==> config.mk <==
export PLATFORM = sky130hd
export DESIGN_NAME = touch_key_baseline_tracker_top_flat
export DESIGN_NICKNAME = d
export VERILOG_FILES = /design/src/rtl/tkbt_pkg.sv /design/src/rtl/tkbt_ifs.sv /design/src/rtl/tkbt_chan_update.sv /design/src/rtl/touch_key_baseline_tracker_top.sv /design/src/flat_wrapper.sv
export SDC_FILE = /design/constraint.sdc
export NUM_CORES = 1
export LEC_CHECK = 0
export BUFFER_PORTS_ARGS = -buffer_cell sky130_fd_sc_hd__buf_2
export CAP_MARGIN = 10
export CORE_MARGIN = 2
export CORE_UTILIZATION = 40
export DETAILED_ROUTE_END_ITERATION = 10
export GPL_TIMING_DRIVEN = 0
export PLACE_DENSITY = 0.69
export SLEW_MARGIN = 20
export SYNTH_ARGS = -nofsm -noshare
export SYNTH_HDL_FRONTEND = slang
export SYNTH_HIERARCHICAL = 1
export SYNTH_SLANG_ARGS = --single-unit
==> constraint.sdc <==
create_clock -name clk -period 5.3 [get_ports clk]
set_clock_uncertainty 0.15 [all_clocks]
set_input_delay 0.265 -clock clk [delete_from_list [all_inputs] [get_ports clk]]
set_output_delay 0.265 -clock clk [all_outputs]
set_load 0.01 [all_outputs]
==> src/rtl/tkbt_pkg.sv <==
package tkbt_pkg;

    localparam int CHANNELS = 16;
    localparam int IDX_W    = (CHANNELS > 1) ? $clog2(CHANNELS) : 1;
    localparam int CHAN_W   = 4;
    localparam int SAMPLE_W = 16;
    localparam int KEYS_W   = 16;
    localparam int CNT_W    = 8;
    localparam int CFG_IDX_W  = 3;
    localparam int CFG_DATA_W = 16;

    localparam logic [CFG_IDX_W-1:0] CFG_TOUCH_DIFF  = 3'd0;
    localparam logic [CFG_IDX_W-1:0] CFG_DEB_LIMIT   = 3'd1;
    localparam logic [CFG_IDX_W-1:0] CFG_CAL_FRAMES  = 3'd2;
    localparam logic [CFG_IDX_W-1:0] CFG_RISE_DELAY  = 3'd3;
    localparam logic [CFG_IDX_W-1:0] CFG_FALL_DELAY  = 3'd4;

    localparam logic [SAMPLE_W-1:0] TOUCH_DIFF_RST = 16'd5000;
    localparam logic [CNT_W-1:0]    DEB_LIMIT_RST  = 8'd3;
    localparam logic [CNT_W-1:0]    CAL_FRAMES_RST = 8'd20;
    localparam logic [CNT_W-1:0]    RISE_DELAY_RST = 8'd20;
    localparam logic [CNT_W-1:0]    FALL_DELAY_RST = 8'd100;
    localparam logic [CNT_W-1:0]    CNT_MAX        = 8'hFF;

    typedef struct packed {
        logic [SAMPLE_W-1:0] touch_diff;
        logic [CNT_W-1:0]    deb_limit;
        logic [CNT_W-1:0]    cal_frames;
        logic [CNT_W-1:0]    rise_delay;
        logic [CNT_W-1:0]    fall_delay;
    } tkbt_cfg_t;

    typedef struct packed {
        logic [SAMPLE_W-1:0] baseline;
        logic [CNT_W-1:0]    rise_cnt;
        logic [CNT_W-1:0]    fall_cnt;
        logic [CNT_W-1:0]    deb_cnt;
    } track_entry_t;

    typedef enum logic [1:0] {
        ST_IDLE,
        ST_SWEEP,
        ST_FLUSH,
        ST_REPORT
    } tkbt_state_t;

endpackage

==> src/rtl/tkbt_ifs.sv <==
interface tkbt_conv_if import tkbt_pkg::*; ();
    logic                valid;
    logic                ready;
    logic [CHAN_W-1:0]   channel;
    logic [SAMPLE_W-1:0] sample;

    modport source (output valid, output channel, output sample, input ready);
    modport sink (input valid, input channel, input sample, output ready);
endinterface

interface tkbt_result_if import tkbt_pkg::*; ();
    logic              valid;
    logic              ready;
    logic [KEYS_W-1:0] key_states;
    logic              calibrated;
    logic              frame_done;

    modport source (output valid, output key_states, output calibrated, output frame_done,
                    input ready);
    modport sink (input valid, input key_states, input calibrated, input frame_done,
                  output ready);
endinterface

==> src/rtl/tkbt_chan_update.sv <==
module tkbt_chan_update import tkbt_pkg::*;
(
    input  tkbt_cfg_t           cfg,
    input  logic [SAMPLE_W-1:0] count,
    input  track_entry_t        cur,
    input  logic                pressed,
    output track_entry_t        nxt,
    output logic                pressed_nxt
);

    logic [SAMPLE_W-1:0] thr;
    logic [CNT_W-1:0]    deb_up;

    always_comb
    begin
        thr = (cur.baseline > cfg.touch_diff) ? (cur.baseline - cfg.touch_diff) : '0;
        deb_up = (cur.deb_cnt < CNT_MAX) ? (cur.deb_cnt + 8'd1) : cur.deb_cnt;
        nxt = cur;
        pressed_nxt = pressed;
        if (count > cur.baseline)
        begin
            nxt.fall_cnt = '0;
            if (cur.rise_cnt < cfg.rise_delay)
            begin
                nxt.rise_cnt = cur.rise_cnt + 8'd1;
            end
            else
            begin
                nxt.baseline = cur.baseline + 16'd1;
            end
        end
        else if (count < thr)
        begin
            nxt.rise_cnt = '0;
            nxt.fall_cnt = '0;
            nxt.deb_cnt = deb_up;
            if (deb_up > cfg.deb_limit)
            begin
                pressed_nxt = 1'b1;
            end
        end
        else
        begin
            nxt.rise_cnt = '0;
            if (cur.fall_cnt < cfg.fall_delay)
            begin
                nxt.fall_cnt = cur.fall_cnt + 8'd1;
            end
            else if (count < cur.baseline)
            begin
                nxt.baseline = cur.baseline - 16'd1;
            end
        end
        if (!(count < thr) || (count > cur.baseline))
        begin
            if (cur.deb_cnt != '0)
            begin
                nxt.deb_cnt = cur.deb_cnt - 8'd1;
            end
            else
            begin
                pressed_nxt = 1'b0;
            end
        end
    end

endmodule

==> src/rtl/touch_key_baseline_tracker_top.sv <==
// Touch key baseline tracker.
// Each item on the conv channel is one finished conversion: a channel number and
// its raw count. Every accepted item yields exactly one item on the result
// channel, carrying the debounced key bitmap, the calibrated flag and frame_done.
// An item that does not finish a frame is answered from the output register in
// the cycle after it is accepted, so such items can be taken every cycle while
// the result receiver is ready. An item on the last channel finishes a frame. If
// that frame captures baselines or tracks them, the block walks all channels
// through the per-channel memories, one channel per cycle with registered reads,
// then passes ST_FLUSH and ST_REPORT, where the result is loaded into the output
// register; conv.ready stays low until the block is idle again. Configuration
// registers are written through cfg_we, cfg_index and cfg_data while the block
// is idle (the user's rule; not enforced). Writes to unknown indexes are ignored.
// After reset the registers hold their default values, no key is pressed, and
// the block waits for calibration frames. If the result receiver stalls, one
// finished result waits in the output register and no new item is accepted.
module touch_key_baseline_tracker_top import tkbt_pkg::*;
(
    input  logic                  clk,
    input  logic                  rst_n,
    tkbt_conv_if.sink             conv,
    tkbt_result_if.source         result,
    input  logic                  cfg_we,
    input  logic [CFG_IDX_W-1:0]  cfg_index,
    input  logic [CFG_DATA_W-1:0] cfg_data
);

    tkbt_cfg_t           cfg_reg;
    tkbt_state_t         state_reg;
    tkbt_state_t         state_next;
    logic [IDX_W-1:0]    rd_idx_reg;
    logic [IDX_W-1:0]    wr_idx_reg;
    logic                pend_reg;
    logic                capture_reg;
    logic [CNT_W-1:0]    frame_cnt_reg;
    logic                baseline_ready_reg;
    logic [CHANNELS-1:0] pressed_reg;

    logic [SAMPLE_W-1:0] latest_mem [CHANNELS];
    track_entry_t        track_mem [CHANNELS];
    logic [SAMPLE_W-1:0] latest_rdata_reg;
    track_entry_t        track_rdata_reg;

    logic                out_valid_reg;
    logic [KEYS_W-1:0]   out_keys_reg;
    logic                out_cal_reg;
    logic                out_done_reg;

    logic                accept;
    logic                in_range;
    logic                frame_end;
    logic [CNT_W-1:0]    frame_cnt_inc;
    logic                do_capture;
    logic                do_sweep;
    logic                load_now;
    logic                load_report;
    logic                sweep_last;
    track_entry_t        upd_entry;
    logic                upd_pressed;
    track_entry_t        wr_entry;

    assign in_range = ({1'b0, conv.channel} < (CHAN_W + 1)'(CHANNELS));
    assign accept = conv.valid && conv.ready;
    assign frame_end = in_range && (conv.channel == CHAN_W'(CHANNELS - 1));
    assign frame_cnt_inc = (frame_cnt_reg == CNT_MAX) ? frame_cnt_reg
                                                      : frame_cnt_reg + 8'd1;
    assign do_capture = !baseline_ready_reg && (frame_cnt_inc > cfg_reg.cal_frames);
    assign do_sweep = frame_end && (do_capture || baseline_ready_reg);
    assign sweep_last = (rd_idx_reg == IDX_W'(CHANNELS - 1));

    always_comb
    begin
        state_next = state_reg;
        case (state_reg)
            ST_IDLE:
            begin
                if (accept && do_sweep)
                begin
                    state_next = ST_SWEEP;
                end
            end
            ST_SWEEP:
            begin
                if (sweep_last)
                begin
                    state_next = ST_FLUSH;
                end
            end
            ST_FLUSH:  state_next = ST_REPORT;
            ST_REPORT: state_next = ST_IDLE;
            default:   state_next = ST_IDLE;
        endcase
    end

    always_comb
    begin
        conv.ready = 1'b0;
        load_report = 1'b0;
        case (state_reg)
            ST_IDLE:   conv.ready = !out_valid_reg || result.ready;
            ST_REPORT: load_report = 1'b1;
            default:
            begin
                conv.ready = 1'b0;
            end
        endcase
        load_now = accept && !do_sweep;
    end

    always_ff @(posedge clk or negedge rst_n)
    begin
        if (!rst_n)
        begin
            cfg_reg.touch_diff <= TOUCH_DIFF_RST;
            cfg_reg.deb_limit  <= DEB_LIMIT_RST;
            cfg_reg.cal_frames <= CAL_FRAMES_RST;
            cfg_reg.rise_delay <= RISE_DELAY_RST;
            cfg_reg.fall_delay <= FALL_DELAY_RST;
        end
        else if (cfg_we)
        begin
            case (cfg_index)
                CFG_TOUCH_DIFF: cfg_reg.touch_diff <= cfg_data;
                CFG_DEB_LIMIT:  cfg_reg.deb_limit  <= cfg_data[CNT_W-1:0];
                CFG_CAL_FRAMES: cfg_reg.cal_frames <= cfg_data[CNT_W-1:0];
                CFG_RISE_DELAY: cfg_reg.rise_delay <= cfg_data[CNT_W-1:0];
                CFG_FALL_DELAY: cfg_reg.fall_delay <= cfg_data[CNT_W-1:0];
                default:
                begin
                    cfg_reg <= cfg_reg;
                end
            endcase
        end
    end

    always_ff @(posedge clk or negedge rst_n)
    begin
        if (!rst_n)
        begin
            state_reg <= ST_IDLE;
            rd_idx_reg <= '0;
            pend_reg <= 1'b0;
            capture_reg <= 1'b0;
            frame_cnt_reg <= '0;
            baseline_ready_reg <= 1'b0;
            pressed_reg <= '0;
        end
        else
        begin
            state_reg <= state_next;
            pend_reg <= (state_reg == ST_SWEEP);
            if (state_reg == ST_SWEEP && !sweep_last)
            begin
                rd_idx_reg <= rd_idx_reg + 1'b1;
            end
            else
            begin
                rd_idx_reg <= '0;
            end
            if (accept && frame_end)
            begin
                frame_cnt_reg <= frame_cnt_inc;
                capture_reg <= do_capture;
                if (do_capture)
                begin
                    baseline_ready_reg <= 1'b1;
                end
            end
            if (pend_reg && !capture_reg)
            begin
                pressed_reg[wr_idx_reg] <= upd_pressed;
            end
        end
    end

    always_ff @(posedge clk)
    begin
        wr_idx_reg <= rd_idx_reg;
        latest_rdata_reg <= latest_mem[rd_idx_reg];
        track_rdata_reg <= track_mem[rd_idx_reg];
    end

    always_ff @(posedge clk)
    begin
        if (accept && in_range)
        begin
            latest_mem[conv.channel[IDX_W-1:0]] <= conv.sample;
        end
    end

    tkbt_chan_update u_update (
        .cfg         (cfg_reg),
        .count       (latest_rdata_reg),
        .cur         (track_rdata_reg),
        .pressed     (pressed_reg[wr_idx_reg]),
        .nxt         (upd_entry),
        .pressed_nxt (upd_pressed)
    );

    always_comb
    begin
        if (capture_reg)
        begin
            wr_entry = '{baseline: latest_rdata_reg, rise_cnt: '0, fall_cnt: '0, deb_cnt: '0};
        end
        else
        begin
            wr_entry = upd_entry;
        end
    end

    always_ff @(posedge clk)
    begin
        if (pend_reg)
        begin
            track_mem[wr_idx_reg] <= wr_entry;
        end
    end

    always_ff @(posedge clk or negedge rst_n)
    begin
        if (!rst_n)
        begin
            out_valid_reg <= 1'b0;
        end
        else if (load_now || load_report)
        begin
            out_valid_reg <= 1'b1;
        end
        else if (result.ready)
        begin
            out_valid_reg <= 1'b0;
        end
    end

    always_ff @(posedge clk)
    begin
        if (load_now || load_report)
        begin
            out_keys_reg <= KEYS_W'(pressed_reg);
            out_cal_reg <= baseline_ready_reg;
            out_done_reg <= load_report || (accept && frame_end);
        end
    end

    assign result.valid = out_valid_reg;
    assign result.key_states = out_keys_reg;
    assign result.calibrated = out_cal_reg;
    assign result.frame_done = out_done_reg;

    a_report_slot_free: assert property (@(posedge clk) disable iff (!rst_n)
        state_reg == ST_REPORT |-> !out_valid_reg)
        else $error("Output register is occupied when a frame result is ready.");

    a_sweep_start: assert property (@(posedge clk) disable iff (!rst_n)
        accept && do_sweep |=> state_reg == ST_SWEEP && rd_idx_reg == '0)
        else $error("Frame walk did not start at the first channel.");

    a_calibration_sticky: assert property (@(posedge clk) disable iff (!rst_n)
        baseline_ready_reg |=> baseline_ready_reg)
        else $error("Calibrated flag was cleared.");

    a_write_follows_read: assert property (@(posedge clk) disable iff (!rst_n)
        state_reg == ST_SWEEP |=> pend_reg && wr_idx_reg == $past(rd_idx_reg))
        else $error("Write-back is not aligned with the memory read.");

endmodule

==> src/flat_wrapper.sv <==
// flat-port wrapper written by rule: the top's interface ports become plain ports
module touch_key_baseline_tracker_top_flat import tkbt_pkg::*;
  (clk, rst_n, cfg_we, cfg_index, cfg_data, conv_valid, conv_channel, conv_sample, conv_ready, result_valid, result_key_states, result_calibrated, result_frame_done, result_ready);
  tkbt_conv_if conv_i ();
  tkbt_result_if result_i ();
  input  logic clk;
  input  logic rst_n;
  input  logic cfg_we;
  input  logic [CFG_IDX_W-1:0] cfg_index;
  input  logic [CFG_DATA_W-1:0] cfg_data;
  input wire logic [$bits(conv_i.valid)-1:0] conv_valid;
  input wire logic [$bits(conv_i.channel)-1:0] conv_channel;
  input wire logic [$bits(conv_i.sample)-1:0] conv_sample;
  output wire logic [$bits(conv_i.ready)-1:0] conv_ready;
  output wire logic [$bits(result_i.valid)-1:0] result_valid;
  output wire logic [$bits(result_i.key_states)-1:0] result_key_states;
  output wire logic [$bits(result_i.calibrated)-1:0] result_calibrated;
  output wire logic [$bits(result_i.frame_done)-1:0] result_frame_done;
  input wire logic [$bits(result_i.ready)-1:0] result_ready;
  assign conv_i.valid = conv_valid;
  assign conv_i.channel = conv_channel;
  assign conv_i.sample = conv_sample;
  assign conv_ready = conv_i.ready;
  assign result_valid = result_i.valid;
  assign result_key_states = result_i.key_states;
  assign result_calibrated = result_i.calibrated;
  assign result_frame_done = result_i.frame_done;
  assign result_i.ready = result_ready;
  touch_key_baseline_tracker_top u_core (.clk(clk), .rst_n(rst_n), .conv(conv_i), .result(result_i), .cfg_we(cfg_we), .cfg_index(cfg_index), .cfg_data(cfg_data));
endmodule
==> metrics.md <==
| Metric | Value |
|---|---|
| Nets | 2845 |
| Detail Placement HPWL | 73560 um |
| EDFF count, synth | 914 |
| Gp weighted congestion | around 0.89 |
| WHS | 53.64 ps |
| Top sig layer | met4 |
| Hold Path Depth | 3 |
| Clock slew at reported path FFs | around 60 ps |
| Ys Warns | 6 |
| Crit path required time | 5520 ps |
| Min-delay worst type | in -> reg |
| Setup Crit Path Kind | reg -> reg |
| Slew @ Worst Pin | 1189 ps |
| PwrDens | 585.4 nW/um^2 |
| First-pass GRT wire length | 158900 um |
| TritonCTS buffer count | ~110 |
| Max-cap violations | 0 |
| Area after DPL | 46990 sq um |
| Reg2reg setup slack | 190 ps |
| H-tree depth | 3 |
| Tcrit/Tclk final | 96.46% |
| Vias/cell | around 5.6 |
| Routed via count | 23760 |
| Initial core utilization | between 40% and 50% |
| Vias in the first global route | 24400 |
| Port buffer count | 61 |
| Run status | finished clean |
| Number of synthesized register bits | roughly 1100 |
| Core ar. | 108600 sq um |
| Max frequency | 195.6 MHz |
| Longest Clk Path Bufs | 3 |
| Global route overflow | 0 |
| Top FF cell, synth | edfxtp_1 |
| Worst Path Arrival | 5330 ps |
| Die X | 334.2 um |
| Root Driver | clkbuf_16 |
| CP endpoint | u_core/track_mem[9][39]$_DFFE_PP_ |
| R2R Path Start | u_core/track_rdata_reg[24]$_DFF_P_ |
| Slew Limit Fails | 0 |
| Largest net degree at the start of global routing | 50 |
| FF-to-FF End | u_core/track_mem[9][39]$_DFFE_PP_ |
| Synth area leader | edfxtp_1 |
| Final min period | 5112 ps |
| Synth top area cells | edfxtp_1 (63%), mux4_2 (12%), dfrtp_1 (3.9%) |
| Initial antenna violation count | 2 |
| Final Instance Area | 51370 sq um |
| Drt drc | 0 |
| Number of flip-flops in the largest register | 640 |
| GR Util All Layers | 19.25% |
| Share of the synthesized area in the top cell type | ~63% |
| Wirelength per Cell | 25.62 um |
| Non-filler instance count after layout | 4216 |
| Startpoint Class | register |
| Die Footprint | between 100000 and 150000 sq um |
| Setup Viol. Count Final | 0 |
| Final Hold Violating Endpoints | 0 |
| Syn Area/Cell | approximately 18 sq um |
| Final Power | 30.07 mW |
| Async set-or-reset flop fraction in the synthesized netlist | 7.765% |
| Crit Path Max Fanout | 16 |
| ANT nets after route | 0 |
| I/O pin count | 64 |
| DRT Pass-1 Iters | 5 |
| Metal3 WL | between 8000 and 9000 um |
| Syn Std Cell Area | around 44000 sq um |
| Rows | 121 |
| Starting DRT DRC Count | roughly 2400 |
| Total nets after synthesis | ~2500 |
| Final wirelength | about 110000 um |
| Clock Latency Late Sink | 680 ps |
| Slew margin rel. | 20.76% |
| Area grow syn2layout | 17.82% |
| P_leak | 17.16 nW |
| Sequential area share after synthesis | 70.45% |
| CTS tree | done |
| Layout cells sized above 1 | 27.54% |
| Post-route setup TNS | 0 ps |
| Reg2reg path depth | 25 |
| Met2 wire len | approximately 53000 um |
| Post-Place Cells | 3961 |
| Maximum vdd drop | approximately 0.00040 V |
| Post-synthesis cell count | 2412 |
| Critical path endpoint category | register |
| Met1 Wirelength | 43470 um |
| Clock sink count | 1056 |
| Die H | 334.2 um |
| CP startpoint | u_core/track_rdata_reg[24]$_DFF_P_ |
| Yosys cell types | 74 |
-- power by group --
| part | leakage (nW) | internal, mW | switching (mW) |
|---|---|---|---|
| clock | 1.69 | 4.27 | 3.12 |
| combinational | 5.66 | 4.22 | 6.07 |
| sequential | 9.81 | 11.8 | 0.606 |
| total | 17.2 | 20.3 | 9.80 |
-- layout by cell type, fill, tap and decap left out, types with 17 or more instances in the layout --
master         count
xnor2_1           37
nor2b_1           70
ha_1              86
mux2i_1           63
buf_6             19
dfxtp_1           57
nor2_1            52
xor2_1            21
nand2_1           96
o21ai_0           23
clkbuf_16        105
a21oi_1           89
mux2_1            19
a211oi_1          61
nand3_1           32
inv_1             69
clkbuf_1          70
mux4_2           229
buf_2             77
nand4_1           17
dfrtp_1           68
mux2_2            54
nor3_1            17
edfxtp_1         914
dlygate4sd3_1     40
clkinv_2          23
buf_16            17
buf_4             56
-- layer usage --
layer	global-route usage, %	up-vias
met5	0	-
met4	6.028	0
met3	3.311	162
met2	32.05	1042
met1	25.85	12360
li1	-	10200
-- cells in the mapped netlist (all sizes together), types with 3 or more instances --
| cell | count |
|---|---|
| clkbuf | 56 |
| nor2b | 86 |
| and3 | 11 |
| mux2 | 79 |
| nand3b | 3 |
| mux4 | 229 |
| xor2 | 21 |
| nand2b | 17 |
| and4 | 5 |
| buf | 51 |
| or3 | 4 |
| a22oi | 3 |
| nand4 | 19 |
| nor2 | 76 |
| and2 | 7 |
| a31oi | 7 |
| dfstp | 14 |
| xnor2 | 39 |
| dfrtp | 68 |
| nand3 | 33 |
| o22ai | 4 |
| o21ai | 31 |
| mux2i | 63 |
| o21a | 6 |
| a211oi | 62 |
| o41ai | 3 |
| nor3b | 4 |
| ha | 90 |
| nor4 | 9 |
| a21oi | 92 |
| nor3 | 28 |
| dfxtp | 60 |
| nand2 | 98 |
| or2 | 9 |
| or3b | 3 |
| o211ai | 6 |
| edfxtp | 914 |
| o21bai | 3 |
| inv | 70 |
| a21o | 6 |
-- worst min-delay path by stage --
| stage | startpoint | to | slack (ps) |
|---|---|---|---|
| after floorplan | rst_n | u_core/baseline_ready_reg$_DFFE_PN0P_ | -180 |
| final | conv_channel[2] | u_core/latest_mem[0][2]$_DFFE_PP_ | 50 |
| after global routing | conv_channel[2] | u_core/latest_mem[0][2]$_DFFE_PP_ | 50 |
| after detailed placement | rst_n | u_core/pressed_reg[6]$_DFFE_PN0P_ | 110 |
| after CTS | conv_channel[2] | u_core/latest_mem[0][2]$_DFFE_PP_ | 6 |
| after global placement | u_core/rd_idx_reg[2]$_DFF_PN0_ | u_core/wr_idx_reg[2]$_DFF_P_ | 200 |
-- logic make-up (layout without fill, tap and decap cells) --
logic type / count (synthesis) / in the layout / synth area share (%)
AOI/OAI and AO/OA: 242 / 242 / 3.561
xor gates and xnor gates: 60 / 60 / 1.205
adders and majority gates: 91 / 91 / 2.628
buffers and inverters: 178 / 564 / 1.900
DFF: 1056 / 1056 / 70.45
muxes: 371 / 373 / 15.31
other: 0 / 2 / 0
and+or+nand+nor: 414 / 414 / 4.944
-- worst max-delay path, cell delays in order, from the launching register on --
cell	delay (ps)
dfxtp_4	350
inv_4	60
ha_2	170
inv_1	60
fa_2	420
a211oi_2	280
o21ai_2	120
a31oi_2	250
buf_4	150
o21ai_0	60
o32a_2	230
buf_6	150
buf_4	130
nand2_1	60
ha_1	140
o21ai_0	80
o21bai_1	130
a21oi_1	100
o211ai_1	270
o21ai_4	110
buf_6	140
buf_8	130
nor4_4	340
o21ai_1	150
xnor2_1	140
mux2_2	420
-- stage by stage --
step / util [%] / setup WS [ps]
CTS: 47.06 / 3.639
global placement: 42.08 / -2739
global route: 47.32 / -53.16
detailed placement: 43.28 / -1435
floorplan: - / 252.2
finish: 47.33 / 187.9
-- repair_timing --
item | CTS | global route
hold buffers | 41 | 0
endpoints found under the hold margin | 385 | 0
buffers inserted | 7 | 8
gates cloned | 1 | 1
gates resized for setup | 51 | 41
pin swaps | 10 | 18
setup endpoints to repair | 528 | 528
-- cell type report --
type / instances / area [sq um]
antenna: 2 / 5.005
clock buffer: 133 / 2823
sequential: 1056 / 30720
fill: 8784 / 57180
timing repair buffer: 191 / 2024
inverter: 71 / 270.3
buffer: 105 / 564.3
tap: 1414 / 1769
clock inverter: 64 / 623.1
multi-input combinational: 1180 / 12570
(Power assumes the default switching activity.)
